## src/sv/wst_pkg.sv

```systemverilog
`timescale 1ns / 1ps
`default_nettype none
package wst_pkg;

   localparam int TIME_BITS      = 16;
   localparam int CFG_BITS       = 16;
   localparam int CIRC_BITS      = 12;
   localparam int SPEED_BITS     = 18;
   localparam int INTERVAL_BITS  = 16;
   localparam int CSR_INDEX_BITS = 8;
   localparam int CMP_BITS       = (TIME_BITS > CFG_BITS) ? TIME_BITS : CFG_BITS;
   localparam int NUM_BITS       = CIRC_BITS + 6;
   localparam int DIV_BITS       = ((NUM_BITS > TIME_BITS) ? NUM_BITS : TIME_BITS) + 1;
   localparam int STEP_BITS      = $clog2(DIV_BITS);
   localparam int QUEUE_DEPTH    = 2;
   localparam int QPTR_BITS      = (QUEUE_DEPTH > 1) ? $clog2(QUEUE_DEPTH) : 1;
   localparam int QCOUNT_BITS    = $clog2(QUEUE_DEPTH + 1);

   localparam logic [CSR_INDEX_BITS-1:0] REG_MIN_INTERVAL  = CSR_INDEX_BITS'(0);
   localparam logic [CSR_INDEX_BITS-1:0] REG_ZERO_TIMEOUT  = CSR_INDEX_BITS'(1);
   localparam logic [CSR_INDEX_BITS-1:0] REG_ZERO_COOLDOWN = CSR_INDEX_BITS'(2);
   localparam logic [CSR_INDEX_BITS-1:0] REG_CIRCUMFERENCE = CSR_INDEX_BITS'(3);

   localparam logic [CFG_BITS-1:0]  RESET_MIN_INTERVAL  = CFG_BITS'(170);
   localparam logic [CFG_BITS-1:0]  RESET_ZERO_TIMEOUT  = CFG_BITS'(10000);
   localparam logic [CFG_BITS-1:0]  RESET_ZERO_COOLDOWN = CFG_BITS'(5000);
   localparam logic [CIRC_BITS-1:0] RESET_CIRCUMFERENCE = CIRC_BITS'(2200);

   localparam logic [INTERVAL_BITS-1:0] INTERVAL_MAX = '1;

   typedef struct packed {
      logic [CFG_BITS-1:0]  min_interval;
      logic [CFG_BITS-1:0]  zero_timeout;
      logic [CFG_BITS-1:0]  zero_cooldown;
      logic [CIRC_BITS-1:0] circumference;
   } cfg_type;

   typedef struct packed {
      logic                 is_zero;
      logic [TIME_BITS-1:0] interval;
   } job_type;

   typedef struct packed {
      logic full;
      logic empty;
   } queue_status_type;

   typedef enum logic [1:0] {
      BACK_IDLE,
      BACK_DIVIDE,
      BACK_DONE
   } back_state_type;

endpackage
`default_nettype wire

```

## src/sv/wst_csr.sv

```systemverilog
`timescale 1ns / 1ps
`default_nettype none
module wst_csr (
   input  wire logic                               clock,
   input  wire logic                               reset,
   input  wire logic                               csr_we,
   input  wire logic [wst_pkg::CSR_INDEX_BITS-1:0] csr_index,
   input  wire logic [wst_pkg::CFG_BITS-1:0]       csr_wdata,
   output wst_pkg::cfg_type                        cfg
);
   import wst_pkg::*;

   cfg_type cfg_ff;
   cfg_type cfg_in;

   always_comb begin
      cfg_in = cfg_ff;
      if (csr_we) begin
         unique case (csr_index)
            REG_MIN_INTERVAL:  cfg_in.min_interval  = csr_wdata;
            REG_ZERO_TIMEOUT:  cfg_in.zero_timeout  = csr_wdata;
            REG_ZERO_COOLDOWN: cfg_in.zero_cooldown = csr_wdata;
            REG_CIRCUMFERENCE: cfg_in.circumference = csr_wdata[CIRC_BITS-1:0];
            default:           cfg_in = cfg_ff;
         endcase
      end
   end

   always_ff @(posedge clock) begin
      if (reset) begin
         cfg_ff.min_interval  <= RESET_MIN_INTERVAL;
         cfg_ff.zero_timeout  <= RESET_ZERO_TIMEOUT;
         cfg_ff.zero_cooldown <= RESET_ZERO_COOLDOWN;
         cfg_ff.circumference <= RESET_CIRCUMFERENCE;
      end else begin
         cfg_ff <= cfg_in;
      end
   end

   assign cfg = cfg_ff;

endmodule
`default_nettype wire

```

## src/sv/wst_front.sv

```systemverilog
`timescale 1ns / 1ps
`default_nettype none
module wst_front (
   input  wire logic                      clock,
   input  wire logic                      reset,
   input  wire logic                      req_valid,
   output logic                           req_ready,
   input  wire logic                      req_falling_edge,
   input  wire wst_pkg::cfg_type          cfg,
   input  wire wst_pkg::queue_status_type queue_status,
   output logic                           push,
   output wst_pkg::job_type               push_job
);
   import wst_pkg::*;

   logic [TIME_BITS-1:0] since_edge_ff;
   logic [TIME_BITS-1:0] since_edge_in;
   logic [TIME_BITS-1:0] since_zero_ff;
   logic [TIME_BITS-1:0] since_zero_in;
   logic [TIME_BITS-1:0] edge_inc;
   logic [TIME_BITS-1:0] zero_inc;
   logic                 transfer;
   logic                 edge_ok;
   logic                 zero_ok;

   always_comb begin
      edge_inc  = (since_edge_ff == '1) ? since_edge_ff : since_edge_ff + 1'b1;
      zero_inc  = (since_zero_ff == '1) ? since_zero_ff : since_zero_ff + 1'b1;
      req_ready = !queue_status.full;
      transfer  = req_valid && req_ready;
      edge_ok   = req_falling_edge &&
                  (CMP_BITS'(edge_inc) >= CMP_BITS'(cfg.min_interval));
      zero_ok   = !edge_ok &&
                  (CMP_BITS'(edge_inc) > CMP_BITS'(cfg.zero_timeout)) &&
                  (CMP_BITS'(zero_inc) >= CMP_BITS'(cfg.zero_cooldown));
      push              = transfer && (edge_ok || zero_ok);
      push_job.is_zero  = zero_ok;
      push_job.interval = edge_inc;
      since_edge_in     = since_edge_ff;
      since_zero_in     = since_zero_ff;
      if (transfer) begin
         since_edge_in = edge_ok ? '0 : edge_inc;
         since_zero_in = zero_ok ? '0 : zero_inc;
      end
   end

   always_ff @(posedge clock) begin
      if (reset) begin
         since_edge_ff <= '0;
         since_zero_ff <= '0;
      end else begin
         since_edge_ff <= since_edge_in;
         since_zero_ff <= since_zero_in;
      end
   end

endmodule
`default_nettype wire

```

## src/sv/wst_queue.sv

```systemverilog
`timescale 1ns / 1ps
`default_nettype none
module wst_queue (
   input  wire logic                 clock,
   input  wire logic                 reset,
   input  wire logic                 push,
   input  wire wst_pkg::job_type     push_job,
   input  wire logic                 pop,
   output wst_pkg::job_type          pop_job,
   output wst_pkg::queue_status_type queue_status
);
   import wst_pkg::*;

   localparam logic [QPTR_BITS-1:0]   LAST_PTR  = QPTR_BITS'(QUEUE_DEPTH - 1);
   localparam logic [QCOUNT_BITS-1:0] FULL_COUNT = QCOUNT_BITS'(QUEUE_DEPTH);

   job_type                entry_ff [QUEUE_DEPTH];
   logic [QPTR_BITS-1:0]   wr_ptr_ff;
   logic [QPTR_BITS-1:0]   wr_ptr_in;
   logic [QPTR_BITS-1:0]   rd_ptr_ff;
   logic [QPTR_BITS-1:0]   rd_ptr_in;
   logic [QCOUNT_BITS-1:0] count_ff;
   logic [QCOUNT_BITS-1:0] count_in;

   always_comb begin
      wr_ptr_in = wr_ptr_ff;
      rd_ptr_in = rd_ptr_ff;
      count_in  = count_ff;
      if (push) begin
         wr_ptr_in = (wr_ptr_ff == LAST_PTR) ? '0 : wr_ptr_ff + 1'b1;
      end
      if (pop) begin
         rd_ptr_in = (rd_ptr_ff == LAST_PTR) ? '0 : rd_ptr_ff + 1'b1;
      end
      if (push && !pop) begin
         count_in = count_ff + 1'b1;
      end else if (pop && !push) begin
         count_in = count_ff - 1'b1;
      end
      pop_job            = entry_ff[rd_ptr_ff];
      queue_status.full  = (count_ff == FULL_COUNT);
      queue_status.empty = (count_ff == '0);
   end

   always_ff @(posedge clock) begin
      if (reset) begin
         wr_ptr_ff <= '0;
         rd_ptr_ff <= '0;
         count_ff  <= '0;
      end else begin
         wr_ptr_ff <= wr_ptr_in;
         rd_ptr_ff <= rd_ptr_in;
         count_ff  <= count_in;
      end
   end

   always_ff @(posedge clock) begin
      if (push) begin
         entry_ff[wr_ptr_ff] <= push_job;
      end
   end

endmodule
`default_nettype wire

```

## src/sv/wst_back.sv

```systemverilog
`timescale 1ns / 1ps
`default_nettype none
module wst_back (
   input  wire logic                              clock,
   input  wire logic                              reset,
   input  wire wst_pkg::cfg_type                  cfg,
   input  wire wst_pkg::queue_status_type         queue_status,
   input  wire wst_pkg::job_type                  pop_job,
   output logic                                   pop,
   output logic                                   rsp_valid,
   input  wire logic                              rsp_ready,
   output logic [wst_pkg::SPEED_BITS-1:0]         rsp_speed_tenths_kmh,
   output logic [wst_pkg::INTERVAL_BITS-1:0]      rsp_interval_ms,
   output logic                                   rsp_is_zero_report
);
   import wst_pkg::*;

   localparam logic [STEP_BITS-1:0] LAST_STEP = STEP_BITS'(DIV_BITS - 1);

   back_state_type          state_ff;
   back_state_type          state_in;
   logic [DIV_BITS-1:0]     quo_ff;
   logic [DIV_BITS-1:0]     quo_in;
   logic [TIME_BITS:0]      rem_ff;
   logic [TIME_BITS:0]      rem_in;
   logic [TIME_BITS-1:0]    div_ff;
   logic [STEP_BITS-1:0]    step_ff;
   logic                    rsp_valid_ff;
   logic                    rsp_valid_in;
   logic [SPEED_BITS-1:0]   speed_ff;
   logic [INTERVAL_BITS-1:0] interval_ff;
   logic                    zero_ff;

   logic                    out_free;
   logic                    load_zero;
   logic                    load_edge;
   logic                    step_en;
   logic                    emit;
   logic [NUM_BITS-1:0]     num;
   logic [DIV_BITS-1:0]     dividend;
   logic [TIME_BITS:0]      trial;
   logic                    fits;
   logic [CMP_BITS-1:0]     div_wide;
   logic [INTERVAL_BITS-1:0] shown;
   logic [SPEED_BITS-1:0]   speed;

   always_comb begin
      out_free  = !rsp_valid_ff || rsp_ready;
      state_in  = state_ff;
      pop       = 1'b0;
      load_zero = 1'b0;
      load_edge = 1'b0;
      step_en   = 1'b0;
      emit      = 1'b0;
      unique case (state_ff)
         BACK_IDLE: begin
            if (!queue_status.empty) begin
               if (pop_job.is_zero) begin
                  if (out_free) begin
                     pop       = 1'b1;
                     load_zero = 1'b1;
                  end
               end else begin
                  pop       = 1'b1;
                  load_edge = 1'b1;
                  state_in  = BACK_DIVIDE;
               end
            end
         end
         BACK_DIVIDE: begin
            step_en = 1'b1;
            if (step_ff == LAST_STEP) begin
               state_in = BACK_DONE;
            end
         end
         BACK_DONE: begin
            if (out_free) begin
               emit     = 1'b1;
               state_in = BACK_IDLE;
            end
         end
         default: state_in = BACK_IDLE;
      endcase
   end

   always_comb begin
      num      = NUM_BITS'({cfg.circumference, 5'b0}) + NUM_BITS'({cfg.circumference, 2'b0});
      dividend = DIV_BITS'(num) + DIV_BITS'(pop_job.interval >> 1);
      trial    = {rem_ff[TIME_BITS-1:0], quo_ff[DIV_BITS-1]};
      fits     = trial >= {1'b0, div_ff};
      rem_in   = fits ? trial - {1'b0, div_ff} : trial;
      quo_in   = {quo_ff[DIV_BITS-2:0], fits};
      div_wide = CMP_BITS'(div_ff);
      shown    = (div_wide > CMP_BITS'(INTERVAL_MAX)) ? INTERVAL_MAX
                                                      : div_wide[INTERVAL_BITS-1:0];
      speed    = (div_ff == '0) ? '0 : quo_ff[SPEED_BITS-1:0];
      rsp_valid_in = rsp_valid_ff;
      if (load_zero || emit) begin
         rsp_valid_in = 1'b1;
      end else if (rsp_ready) begin
         rsp_valid_in = 1'b0;
      end
   end

   always_ff @(posedge clock) begin
      if (reset) begin
         state_ff     <= BACK_IDLE;
         rsp_valid_ff <= 1'b0;
      end else begin
         state_ff     <= state_in;
         rsp_valid_ff <= rsp_valid_in;
      end
   end

   always_ff @(posedge clock) begin
      if (load_edge) begin
         quo_ff  <= dividend;
         rem_ff  <= '0;
         div_ff  <= pop_job.interval;
         step_ff <= '0;
      end else if (step_en) begin
         quo_ff  <= quo_in;
         rem_ff  <= rem_in;
         step_ff <= step_ff + 1'b1;
      end
      if (load_zero) begin
         speed_ff    <= '0;
         interval_ff <= '0;
         zero_ff     <= 1'b1;
      end else if (emit) begin
         speed_ff    <= speed;
         interval_ff <= shown;
         zero_ff     <= 1'b0;
      end
   end

   assign rsp_valid            = rsp_valid_ff;
   assign rsp_speed_tenths_kmh = speed_ff;
   assign rsp_interval_ms      = interval_ff;
   assign rsp_is_zero_report   = zero_ff;

endmodule
`default_nettype wire

```

## src/sv/wheel_speed_tachometer_top.sv

```systemverilog
// Channel   Direction  Handshake             Payload
// req_      in         req_valid/req_ready   req_falling_edge (one millisecond tick)
// rsp_      out        rsp_valid/rsp_ready   rsp_speed_tenths_kmh, rsp_interval_ms,
//                                            rsp_is_zero_report
// csr_      in         csr_we                csr_index, csr_wdata
//
// A tick transfer is accepted whenever the two-entry job queue has room.
// An edge report holds the back end while it takes the job, runs the restoring divider (one
// quotient bit per cycle) and loads the result; a zero report skips the divider and is
// loaded straight from the queue once the output is free.
// Synchronous reset restores the register defaults, clears both interval counters and empties the queue.
// A stalled result holds the back end, and the ticks stall once the queue fills.
`timescale 1ns / 1ps
`default_nettype none
module wheel_speed_tachometer_top (
   input  wire logic                               clock,
   input  wire logic                               reset,
   input  wire logic                               req_valid,
   output logic                                    req_ready,
   input  wire logic                               req_falling_edge,
   output logic                                    rsp_valid,
   input  wire logic                               rsp_ready,
   output logic [wst_pkg::SPEED_BITS-1:0]          rsp_speed_tenths_kmh,
   output logic [wst_pkg::INTERVAL_BITS-1:0]       rsp_interval_ms,
   output logic                                    rsp_is_zero_report,
   input  wire logic                               csr_we,
   input  wire logic [wst_pkg::CSR_INDEX_BITS-1:0] csr_index,
   input  wire logic [wst_pkg::CFG_BITS-1:0]       csr_wdata
);
   import wst_pkg::*;

   cfg_type          cfg;
   queue_status_type queue_status;
   logic             push;
   job_type          push_job;
   logic             pop;
   job_type          pop_job;

   wst_csr u_csr (
      .clock     (clock),
      .reset     (reset),
      .csr_we    (csr_we),
      .csr_index (csr_index),
      .csr_wdata (csr_wdata),
      .cfg       (cfg)
   );

   wst_front u_front (
      .clock            (clock),
      .reset            (reset),
      .req_valid        (req_valid),
      .req_ready        (req_ready),
      .req_falling_edge (req_falling_edge),
      .cfg              (cfg),
      .queue_status     (queue_status),
      .push             (push),
      .push_job         (push_job)
   );

   wst_queue u_queue (
      .clock        (clock),
      .reset        (reset),
      .push         (push),
      .push_job     (push_job),
      .pop          (pop),
      .pop_job      (pop_job),
      .queue_status (queue_status)
   );

   wst_back u_back (
      .clock                (clock),
      .reset                (reset),
      .cfg                  (cfg),
      .queue_status         (queue_status),
      .pop_job              (pop_job),
      .pop                  (pop),
      .rsp_valid            (rsp_valid),
      .rsp_ready            (rsp_ready),
      .rsp_speed_tenths_kmh (rsp_speed_tenths_kmh),
      .rsp_interval_ms      (rsp_interval_ms),
      .rsp_is_zero_report   (rsp_is_zero_report)
   );

endmodule
`default_nettype wire

```

## config.mk

```make
export PLATFORM = sky130hd
export DESIGN_NAME = wheel_speed_tachometer_top
export DESIGN_NICKNAME = d
export VERILOG_FILES = /design/src/sv/wst_pkg.sv /design/src/sv/wst_csr.sv /design/src/sv/wst_front.sv /design/src/sv/wst_queue.sv /design/src/sv/wst_back.sv /design/src/sv/wheel_speed_tachometer_top.sv
export SDC_FILE = /design/constraint.sdc
export NUM_CORES = 1
export LEC_CHECK = 0
export ABC_CLOCK_PERIOD_IN_PS = 11140
export BUFFER_PORTS_ARGS = -buffer_cell sky130_fd_sc_hd__clkbuf_2
export CORE_MARGIN = 10
export CORE_UTILIZATION = 50
export DETAILED_ROUTE_END_ITERATION = 10
export MAX_ROUTING_LAYER = met4
export PLACE_DENSITY_LB_ADDON = 0.08
export SLEW_MARGIN = 20
export SYNTH_ARGS = -nofsm -noshare
export SYNTH_HDL_FRONTEND = slang
export SYNTH_SLANG_ARGS = --single-unit
```

## constraint.sdc

```tcl
create_clock -name clock -period 11.14 [get_ports clock]
set_input_delay 0.557 -clock clock [delete_from_list [all_inputs] [get_ports clock]]
set_output_delay 0.557 -clock clock [all_outputs]
set_load 0.03 [all_outputs]
```

==> results of run 1 <==
==> layout by cell type, fill, tap and decap left out, types with 5 or more instances in the layout <==
master     synthesis  layout
dfxtp_1          156     156
nand2_1          144     144
nor2_1           105     104
inv_1             88      88
ha_1              86      86
a21oi_1           83      83
edfxtp_1          69      69
clkbuf_2           0      66
mux2i_1           43      43
o21ai_0           42      42
nand3_1           34      34
xnor2_1           27      27
clkbuf_16          0      27
a22o_1            26      26
xor2_1            23      23
mux2_2            22      22
a211o_1           21      21
nor3_1            18      18
a31oi_1           18      18
nand2b_1          15      15
nor2b_1           14      14
a21o_1            13      13
nand4_1           13      13
buf_4              1      13
fa_1              11      11
clkinv_2           0      10
and2_1             9       9
o21ai_1            8       8
o21a_1             7       7
a211oi_1           6       6
and4_1             6       6
o211ai_1           5       5
==> cell usage after synthesis (3+ instances only) <==
| master | instances |
|---|---|
| mux2i_1 | 43 |
| and3_1 | 4 |
| inv_1 | 88 |
| and4_1 | 6 |
| fa_1 | 11 |
| nor2b_1 | 14 |
| a22o_1 | 26 |
| buf_1 | 5 |
| nor3b_1 | 3 |
| xnor2_1 | 27 |
| nand3_1 | 34 |
| clkbuf_1 | 30 |
| nor4_2 | 3 |
| buf_2 | 12 |
| ha_1 | 86 |
| mux2_2 | 22 |
| o311ai_1 | 3 |
| nand2b_1 | 15 |
| nand3b_1 | 4 |
| nor2_1 | 105 |
| a211oi_1 | 6 |
| dfxtp_1 | 156 |
| or3_1 | 4 |
| nand4_1 | 13 |
| o21a_1 | 7 |
| nor3_1 | 18 |
| and2_1 | 9 |
| a21o_1 | 13 |
| edfxtp_1 | 69 |
| or2_2 | 4 |
| o22ai_1 | 3 |
| nor4_1 | 4 |
| a21oi_1 | 83 |
| o21ai_1 | 8 |
| o21ai_0 | 42 |
| a31oi_1 | 18 |
| nand2_1 | 144 |
| o211ai_1 | 5 |
| a211o_1 | 21 |
| xor2_1 | 23 |
==> worst paths after layout <==
path                            cells after the start                              startpoint                                      to
worst max-delay path                               15   u_front.since_edge_ff[4]$_SDFFE_PP0P_       u_queue.entry_ff[1][14]$_DFFE_PP_
worst min-delay path                                2                           csr_wdata[12]              u_csr.cfg[24]$_SDFFE_PP1P_
worst max register to register                     15   u_front.since_edge_ff[4]$_SDFFE_PP0P_       u_queue.entry_ff[1][14]$_DFFE_PP_
worst min register to register                      1  u_back.rsp_is_zero_report$_SDFFE_PP1P_  u_back.rsp_is_zero_report$_SDFFE_PP1P_
==> stage by stage <==
stage               cells  total power [mW]  area, um2
finish               1636             2.741      13320
global route         1636             2.913      13320
CTS                  1635             2.772      13310
detailed placement   1587             1.941      12460
global placement     1587             1.929      12450
floorplan            1239             1.715      11840
==> layer usage <==
layer / share of wire [%] / wire [um]
met2: 46 / 12840
met3: 4.3 / 1187
met5: 0 / 0
met4: 2.7 / 743
met1: 47 / 12890
==> worst register-to-register path, stage by stage (launching register included) <==
cell,delay [ns]
dfxtp_1,0.42
and4_1,0.26
and4_4,0.25
and4_1,0.39
nor2_2,0.13
and3_1,0.24
xor2_1,0.19
ha_1,0.32
a21oi_1,0.06
o21ai_0,0.26
a41oi_1,0.07
or2_2,0.29
o21ai_0,0.31
nand2_1,0.51
a21oi_1,0.45
and2_1,0.67
==> power breakdown <==
group	leakage [nW]	total [mW]	switching, mW	internal [mW]
logic	3.37	0.802	0.517	0.285
registers	1.96	1.11	0.0922	1.02
clock network	0.428	0.827	0.340	0.486
total	5.76	2.74	0.949	1.79
==> state kept, by name (all words and copies together), names as in the netlist, named ones only <==
signal and count:
u_back.div_ff 16, u_back.quo_ff 19, u_back.rem_ff 16, u_back.rsp_interval_ms 16, u_back.rsp_is_zero_report 1, u_back.rsp_speed_tenths_kmh 18
u_back.rsp_valid 1, u_back.state_ff 2, u_back.step_ff 5, u_csr.cfg 60, u_front.since_edge_ff 16, u_front.since_zero_ff 16
u_queue.count_ff 2, u_queue.entry_ff 34, u_queue.rd_ptr_ff 1, u_queue.wr_ptr_ff 1
==> logic make-up after synthesis <==
family	after synthesis	synth area share, %
AND/OR/NAND/NOR	405	16.75
multiplexers	66	5.853
buffers and inverters	138	4.659
flip-flops	225	43.87
XOR/XNOR	50	3.698
adder cells (fa/ha/maj)	97	10.95
AO/OA/AOI/OAI	258	14.23
==> area by class of cell <==
class | instances | area (um2) | area share (%)
clock buffer | 31 | 720.7 | 5.410
tap | 319 | 399.1 | 2.996
multi-input combinational | 876 | 6103 | 45.82
sequential | 225 | 5195 | 39.00
clock inverter | 17 | 128.9 | 0.9675
timing repair buffer | 80 | 442.9 | 3.325
inverter | 88 | 330.3 | 2.480
==> flow_summary.json, run 1 <==
{
  "cp_cell_sequence": "and4_1 -> and4_4 -> and4_1 -> nor2_2 -> and3_1 -> xor2_1 -> ha_1 -> a21oi_1 -> o21ai_0 -> a41oi_1 -> or2_2 -> o21ai_0 -> nand2_1 -> a21oi_1 -> and2_1",
  "routabilityCongestion": 0.8882,
  "cts_tree": "built",
  "crit_arrival_ns": 5.34,
  "htree_levels": 1,
  "reg2reg_slack_ns": 5.94,
  "core_area_um2": 23400,
  "dpl_worst_slack_ns": 5.953,
  "dr_total_vias": 8827,
  "yosysTopAreaCellShare_pct": 26.37,
  "post_drt_wl_per_cell_um": 16.90,
  "yosys.cell_types.count": 77,
  "cp_slowest_cell": "and2_1",
  "drtIter0Drc": 648,
  "fin_skew_ns": 0.01684,
  "cts_hold_buf": 0,
  "synth_nets": 1366,
  "cts.path.max_buffers": 3,
  "track_usage_pct": 18.45,
  "met1_usage_pct": 23.95,
  "postRouteAntennaNets": 0,
  "busiest_layer": "met2",
  "gr-total-overflow": 0,
  "start_util_pct": 50.60,
  "syn-instance-count": 1239,
  "hold_viol": 0,
  "grt_max_degree": 87,
  "setup_ws_ns": 5.940,
  "ys_seq_elements": 225,
  "cap_violations": 0,
  "post-route-min-period_ns": 5.200,
  "antenna_found_initial": 0,
  "synth_area_leaders": "dfxtp_1 26%, edfxtp_1 17%, ha_1 9.1%",
  "grt_pass1_wl_mm": 44.82,
  "critPathLaunchType": "register",
  "die_w_um": 173.9,
  "use_met3_pct": 2.709,
  "slowest_delay_ns": 0.67,
  "crit_family": "simple AND/OR/NAND/NOR gates",
  "yosys.area.top_type": "dfxtp_1",
  "use_met2_pct": 29.62,
  "area_delta_synth_final_pct": 12.48,
  "ys_seq_area_share_pct": 43.87,
  "path_class": "register to register",
  "cts_resized": 0,
  "dieArea_um2": 30240,
  "hpwl_mm": 20.54,
  "root_buffer": "clkbuf_16",
  "relSlewSlack_pct": 33.98,
  "row_count": 56,
  "hold_path_class": "input port to register",
  "fin_crit_sh_pct": 46.68,
  "grt_pass1_vias": 8370,
  "drc": 0,
  "post-cts-setup-buffers": 0,
  "p_per_area_nw_per_um2": 205.8,
  "drt-pass1-iter-count": 5,
  "cts_buffers": 26,
  "setup.worst_path.end_class": "register",
  "fill_cells": 2150,
  "rsz0062_at_grt": "no",
  "synth_area_per_cell_um2": 9.558,
  "max_clock_freq_ghz": 0.1923,
  "drive_gt1_share_pct": 13.06,
  "final_util_pct": 56.92,
  "die_height_um": 173.9,
  "portBuffers": 66,
  "ys.warnings.count": 0,
  "finalWirelength_mm": 27.66,
  "synth_edf_count": 69,
  "cp.required_ns": 11.28,
  "setup_violations": 0,
  "crit_fanout": 22,
  "peakVddDrop_mv": 0.1163,
  "p_leak_nw": 5.760,
  "routed_via_density": 5.395,
  "status": "complete, no violations",
  "path_buf_inv": 0,
  "diodes": 0,
  "clkTransAtPathRegs_ns": 0.06,
  "fin_tns_setup_ns": 0,
  "slew_violations": 0,
  "ys.flop_type": "dfxtp_1",
  "insertion_delay_ns": 0.52,
  "async_flop_share_pct": 0,
  "syn_area_um2": 11840,
  "pin_count": 67,
  "hold_slack_ns": 0.2791,
  "clock_sinks": 225,
  "worstMarginPinSlew_ns": 0.9866,
  "nets": 1424
}
No activity file was read; power rests on OpenSTA's default activity.
==> run 2: changes to the inputs <==
--- a/config.mk
+++ b/config.mk
@@ -5,7 +5,8 @@
 export SDC_FILE = /design/constraint.sdc
 export NUM_CORES = 1
 export LEC_CHECK = 0
-export ABC_CLOCK_PERIOD_IN_PS = 11140
+export ABC_AREA = 1
+export ABC_CLOCK_PERIOD_IN_PS = 4900
 export BUFFER_PORTS_ARGS = -buffer_cell sky130_fd_sc_hd__clkbuf_2
 export CORE_MARGIN = 10
 export CORE_UTILIZATION = 50
==> constraint.sdc (replaced) <==
create_clock -name clock -period 4.9 [get_ports clock]
set_input_delay 0.245 -clock clock [delete_from_list [all_inputs] [get_ports clock]]
set_output_delay 0.245 -clock clock [all_outputs]
set_load 0.03 [all_outputs]
==> run 2 against run 1 <==
Final cell count up 17%. Synthesized cell count up 22%. Area after synthesis up 2.7%.
==> flow_summary.json, run 2 <==
{
  "p_switching_mw": 1.850,
  "critPathLaunchType": "register",
  "setup_violations": 0,
  "start_util_pct": 50.47,
  "peakVddDrop_mv": 0.2386,
  "use_met3_pct": 2.371,
  "yosys.cell_types.count": 48,
  "post-cts-setup-buffers": 0,
  "drc": 0,
  "diodes": 0,
  "final_util_pct": 56.83,
  "power.share.combinational_pct": 25.0,
  "syn_area_um2": 12170,
  "ys.flop_type": "dfxtp_1",
  "relSlewSlack_pct": 31.44,
  "place_area_um2": 12720,
  "cts.path.max_buffers": 3,
  "cts_resized": 0,
  "fin_tns_setup_ns": 0,
  "yosys.area.top_type": "dfxtp_1",
  "post-route-min-period_ns": 4.026,
  "post_drt_wl_per_cell_um": 14.90,
  "fill_cells": 2291,
  "pwr-share-seq_pct": 40.0,
  "cts_buffers": 26,
  "r2r_end": "u_queue.entry_ff[1][7]$_DFFE_PP_",
  "p_int_mw": 3.769,
  "ys.warnings.count": 0,
  "hold_viol": 0,
  "finalWirelength_mm": 28.56,
  "synth_area_leaders": "dfxtp_1 26%, edfxtp_1 17%, nand2_1 11%",
  "fin_skew_ns": 0.006698,
  "hold_path_class": "input port to register",
  "use_met2_pct": 30.85,
  "cts_tree": "built",
  "synth_nets": 1641,
  "max_clock_freq_ghz": 0.2484,
  "final_cells": 1917,
  "setup.worst_path.end_class": "register",
  "grt_pass1_wl_mm": 47.57,
  "routabilityCongestion": 0.8985,
  "place_inst": 1861,
  "drtIter0Drc": 663,
  "final_cell_area_um2": 13700,
  "cp.required_ns": 5.06,
  "cts_hold_buf": 8,
  "met1_usage_pct": 24.56,
  "pin_count": 67,
  "area_delta_synth_final_pct": 12.61,
  "grt_max_degree": 55,
  "async_flop_share_pct": 0,
  "portBuffers": 66,
  "routed_via_density": 5.130,
  "r2r-start": "u_front.since_edge_ff[0]$_SDFFE_PP0P_",
  "clock_sinks": 225,
  "track_usage_pct": 18.95,
  "clkPwrFrac_pct": 34.9,
  "crit_arrival_ns": 4.19,
  "synth_edf_count": 69,
  "reg2reg_slack_ns": 0.87,
  "antenna_found_initial": 0,
  "htree_levels": 1,
  "final_common_cell": "nand2_1",
  "status": "complete, no violations",
  "crit_path_end": "u_queue.entry_ff[1][7]$_DFFE_PP_",
  "dieArea_um2": 30970,
  "die_w_um": 176.0,
  "core_area_um2": 24110,
  "worstRegToRegCells": 20,
  "drive_gt1_share_pct": 10.86,
  "path_class": "register to register",
  "die_height_um": 176.0,
  "p_total_mw": 5.619,
  "synth_area_per_cell_um2": 8.035,
  "insertion_delay_ns": 0.53,
  "yosysTopAreaCellShare_pct": 25.67,
  "ys_seq_area_share_pct": 42.70,
  "gr-total-overflow": 0,
  "fin_crit_sh_pct": 82.17,
  "setup_ws_ns": 0.8739,
  "ys_seq_elements": 225,
  "synth_most_common_cell": "nand2_1",
  "worstMarginPinSlew_ns": 1.027,
  "crit_fanout": 17,
  "switching_share_pct": 32.92,
  "slew_violations": 0,
  "nets": 1700,
  "startpoint": "u_front.since_edge_ff[0]$_SDFFE_PP0P_",
  "largest_reg_flops": 60,
  "mostFrequentLayoutCells": "351 x nand2_1, 191 x inv_1, 156 x dfxtp_1, 145 x a21oi_1, 112 x o21ai_0",
  "grt_pass1_vias": 9325,
  "dr_total_vias": 9834,
  "hpwl_mm": 21.42,
  "p_leak_nw": 6.352,
  "root_buffer": "clkbuf_16",
  "clkTransAtPathRegs_ns": 0.06,
  "busiest_layer": "met2",
  "syn-instance-count": 1514,
  "row_count": 57,
  "hold_slack_ns": 0.02056,
  "drt-pass1-iter-count": 5,
  "p_per_area_nw_per_um2": 410.1,
  "rsz0062_at_grt": "no",
  "synth_common_cells": "351 x nand2_1, 191 x inv_1, 156 x dfxtp_1, 145 x a21oi_1, 112 x o21ai_0",
  "postRouteAntennaNets": 0,
  "dpl_worst_slack_ns": 0.8088,
  "cap_violations": 0
}
[run 2: changes by cell type after synthesis, sizes merged, moves of 14 or more]
cell,delta
nand2,+212
inv,+105
o21ai,+76
a21oi,+68
nand3,+53
mux2i,-43
a22o,-26
a211o,-21
a31oi,-15
nand2b,-15
nor2b,-14
[run 2: worst min-delay path by stage]
stage                                                 from                                          end  slack [ns]  cells past startpoint
3_3_place_gp        u_back.rsp_is_zero_report$_SDFFE_PP1P_       u_back.rsp_is_zero_report$_SDFFE_PP1P_        0.44                      2
3_5_place_dp   u_back.rsp_speed_tenths_kmh[4]$_SDFFE_PP0P_  u_back.rsp_speed_tenths_kmh[4]$_SDFFE_PP0P_        0.46                      2
5_1_grt                                      csr_wdata[15]                   u_csr.cfg[59]$_SDFFE_PP0P_        0.02                      3
4_1_cts                                      csr_wdata[15]                   u_csr.cfg[43]$_SDFFE_PP0P_       0.006                      3
6_report                                     csr_wdata[15]                   u_csr.cfg[59]$_SDFFE_PP0P_        0.02                      3
2_1_floorplan                                 csr_wdata[3]                   u_csr.cfg[15]$_SDFFE_PP1P_        0.37                      2
[run 2: area by class of cell]
class	instances	area, um2	share of cell area (%)
timing repair buffer	81	462.9	3.379
clock inverter	12	132.6	0.9681
inverter	194	728.2	5.316
clock buffer	36	749.5	5.471
multi-input combinational	1045	6026	43.99
tap	324	405.4	2.959
sequential	225	5195	37.92
[run 2: power by group through the flow]
| stage | clock network [mW] | registers (mW) | logic [mW] |
|---|---|---|---|
| 3_3_place_gp | 0 | 2.29 | 1.39 |
| 4_1_cts | 2.01 | 2.25 | 1.42 |
| 3_5_place_dp | 0 | 2.29 | 1.41 |
| 5_1_grt | 2.08 | 2.27 | 1.62 |
| 2_1_floorplan | 0 | 2.29 | 1.11 |
| 6_report | 1.96 | 2.25 | 1.41 |
[run 2: per-layer routing]
metal | vias to the layer above | wire, um | part of all wire (%)
met5 | - | 0 | 0
met4 | 0 | 654 | 2.3
met3 | 48 | 1022 | 3.6
met2 | 169 | 13070 | 46
met1 | 4479 | 13810 | 48
li1 | 5138 | - | -
[run 2: kinds of logic (layout without fill, tap and decap cells)]
| logic type | Yosys count | count (layout) | synth area share (%) |
|---|---|---|---|
| AO/OA/AOI/OAI | 300 | 300 | 13.27 |
| buffers and inverters | 244 | 323 | 7.991 |
| multiplexers | 17 | 17 | 1.574 |
| adder cells (fa/ha/maj) | 97 | 97 | 10.66 |
| flip-flops | 225 | 225 | 42.70 |
| XOR/XNOR | 37 | 37 | 2.664 |
| AND/OR/NAND/NOR | 594 | 594 | 21.15 |
[run 2: worst max-delay path: stages, from the launching register on]
cell     delay, ns
dfxtp_1       0.44
ha_1          0.24
nand2_1       0.07
inv_1         0.07
nand3_1       0.12
nor2_2        0.13
inv_1         0.06
nor2_1        0.22
inv_2         0.14
o21ai_0       0.32
ha_1          0.22
nand2_1       0.08
nor2_1        0.15
o21ai_0       0.12
nand3_1       0.10
nand2_1       0.05
nand2_1       0.06
nand2_1       0.08
o21ai_0       0.35
nand3_1       0.15
inv_1         0.51
==> run 3: changes to the inputs <==
--- a/config.mk
+++ b/config.mk
@@ -6,7 +6,7 @@
 export NUM_CORES = 1
 export LEC_CHECK = 0
 export ABC_AREA = 1
-export ABC_CLOCK_PERIOD_IN_PS = 4900
+export ABC_CLOCK_PERIOD_IN_PS = 4200
 export BUFFER_PORTS_ARGS = -buffer_cell sky130_fd_sc_hd__clkbuf_2
 export CORE_MARGIN = 10
 export CORE_UTILIZATION = 50
==> constraint.sdc (replaced) <==
create_clock -name clock -period 4.2 [get_ports clock]
set_input_delay 0.21 -clock clock [delete_from_list [all_inputs] [get_ports clock]]
set_output_delay 0.21 -clock clock [all_outputs]
set_load 0.03 [all_outputs]
==> run 3 against run 2 <==
Clock skew increased by 0.011 ns. Routed wire length increased by 1.3%. Sequential share of layout area decreased by 0.21 points. Count of clock-buffer cells in the layout increased by 5. Die area unchanged. Global-route usage increased by 0.15 points. Critical path depth increased by 7. First-iteration DRC count decreased by 14%. Design area increased by 0.58%.
==> flow_summary.json, run 3 (synthesis gave the netlist of run 2 again) <==
{
  "final_common_cell": "nand2_1",
  "htree_levels": 1,
  "setup.worst_path.end_class": "register",
  "area_delta_synth_final_pct": 13.26,
  "fin_tns_setup_ns": 0,
  "gr-total-overflow": 0,
  "p_total_mw": 6.494,
  "grt_max_degree": 55,
  "die_height_um": 176.0,
  "postRouteAntennaNets": 0,
  "mostFrequentLayoutCells": "350 x nand2_1, 191 x inv_1, 155 x dfxtp_1, 145 x a21oi_1, 109 x o21ai_0",
  "clkTransAtPathRegs_ns": 0.06,
  "routabilityCongestion": 0.8924,
  "final_cell_area_um2": 13780,
  "slew_violations": 0,
  "cp.required_ns": 4.61,
  "p_leak_nw": 6.393,
  "r2r-start": "u_front.since_edge_ff[1]$_SDFFE_PP0P_",
  "hpwl_mm": 21.62,
  "max_clock_freq_ghz": 0.2741,
  "place_area_um2": 12770,
  "start_util_pct": 50.47,
  "largest_reg_flops": 60,
  "status": "complete, no violations",
  "crit_fanout": 9,
  "relSlewSlack_pct": 28.17,
  "die_w_um": 176.0,
  "diodes": 0,
  "post-cts-setup-buffers": 0,
  "dr_total_vias": 9879,
  "post_drt_wl_per_cell_um": 15.02,
  "startpoint": "u_front.since_edge_ff[1]$_SDFFE_PP0P_",
  "slowest_delay_ns": 0.39,
  "path_class": "register to register",
  "grt_pass1_wl_mm": 47.77,
  "rsz0062_at_grt": "no",
  "crit_top_cell": "nand2_1",
  "nets": 1711,
  "fin_crit_sh_pct": 86.88,
  "clock_sinks": 225,
  "crit_path_end": "u_queue.count_ff[1]$_SDFFE_PP0P_",
  "hold_path_class": "input port to register",
  "drtIter0Drc": 567,
  "hold_viol": 0,
  "routed_via_density": 5.127,
  "cts_buffers": 26,
  "core_area_um2": 24110,
  "insertion_delay_ns": 0.53,
  "cts_tree": "built",
  "reg2reg_slack_ns": 0.55,
  "finalWirelength_mm": 28.94,
  "dieArea_um2": 30970,
  "post-route-min-period_ns": 3.649,
  "p_per_area_nw_per_um2": 471.4,
  "crit_arrival_ns": 4.06,
  "drive_gt1_share_pct": 11.48,
  "drc": 0,
  "grt_pass1_vias": 9405,
  "drt-pass1-iter-count": 5,
  "pin_count": 67,
  "setup_violations": 0,
  "cp_slowest_cell": "dfxtp_1",
  "antenna_found_initial": 0,
  "row_count": 57,
  "cts.path.max_buffers": 3,
  "fin_skew_ns": 0.01759,
  "peakVddDrop_mv": 0.3616,
  "track_usage_pct": 19.10,
  "root_buffer": "clkbuf_16",
  "r2r_end": "u_queue.count_ff[1]$_SDFFE_PP0P_",
  "critPathLaunchType": "register",
  "worstRegToRegCells": 27,
  "portBuffers": 66,
  "worstMarginPinSlew_ns": 1.076,
  "cap_violations": 0
}
[run 3: how the worst min path moves through the flow]
stage | start | endpoint | cells after the start
5_1_grt | csr_wdata[3] | u_csr.cfg[15]$_SDFFE_PP1P_ | 3
2_1_floorplan | csr_wdata[3] | u_csr.cfg[15]$_SDFFE_PP1P_ | 2
3_3_place_gp | u_back.rsp_is_zero_report$_SDFFE_PP1P_ | u_back.rsp_is_zero_report$_SDFFE_PP1P_ | 2
4_1_cts | rsp_ready | u_back.state_ff[1]$_SDFFE_PP0P_ | 4
6_report | rsp_ready | u_back.state_ff[1]$_SDFFE_PP0P_ | 4
3_5_place_dp | u_back.rsp_is_zero_report$_SDFFE_PP1P_ | u_back.rsp_is_zero_report$_SDFFE_PP1P_ | 2
[run 3: repair_timing]
item	in CTS	in global routing
hold buffers	12	0
gates resized for setup	0	11
setup endpoints to repair	0	1
endpoints found under the hold margin	35	0
[run 3: critical path, delay by kind of cell, from the launching register on]
kind,cells,cell delay [ns]
buf+inv,5,0.34
simple gates,13,1.09
compound gates,6,0.85
fa+ha+maj,3,0.85
flops,1,0.39
[run 3: area by class of cell]
cell class	count	area (um2)
clock inverters	6	61.31
well taps	324	405.4
fillers	2321	10330
multi-input cells	1045	6043
inverters	194	728.2
flip-flops and latches	225	5196
clock buffers	41	788.3
repair buffers	92	555.5
[run 3: stage by stage]
stage | utilization (%) | std cells | hold slack, ns | setup slack [ns]
global route | 57.16 | 1927 | 0.01844 | 0.05397
CTS | 57.02 | 1927 | 0.009039 | 0.3329
floorplan | - | 1514 | 0.3364 | 0.5784
finish | 57.16 | 1927 | 0.01482 | 0.5512
global placement | 52.99 | 1868 | 0.4391 | 0.4815
detailed placement | 52.99 | 1868 | 0.4456 | 0.3566
[run 3: report_power, final]
part / internal [mW] / leakage (nW) / switching [mW]
combinational: 0.550 / 4.04 / 1.12
sequential: 2.49 / 1.94 / 0.123
clock: 1.34 / 0.415 / 0.868
[run 3: per-layer routing]
metal | track usage (%) | vias to the layer above | part of all wire, %
li1 | - | 5163 | -
met3 | 3.076 | 42 | 4.1
met5 | - | - | 0
met2 | 30.84 | 173 | 46
met1 | 24.33 | 4501 | 47
met4 | 5.581 | 0 | 2.7
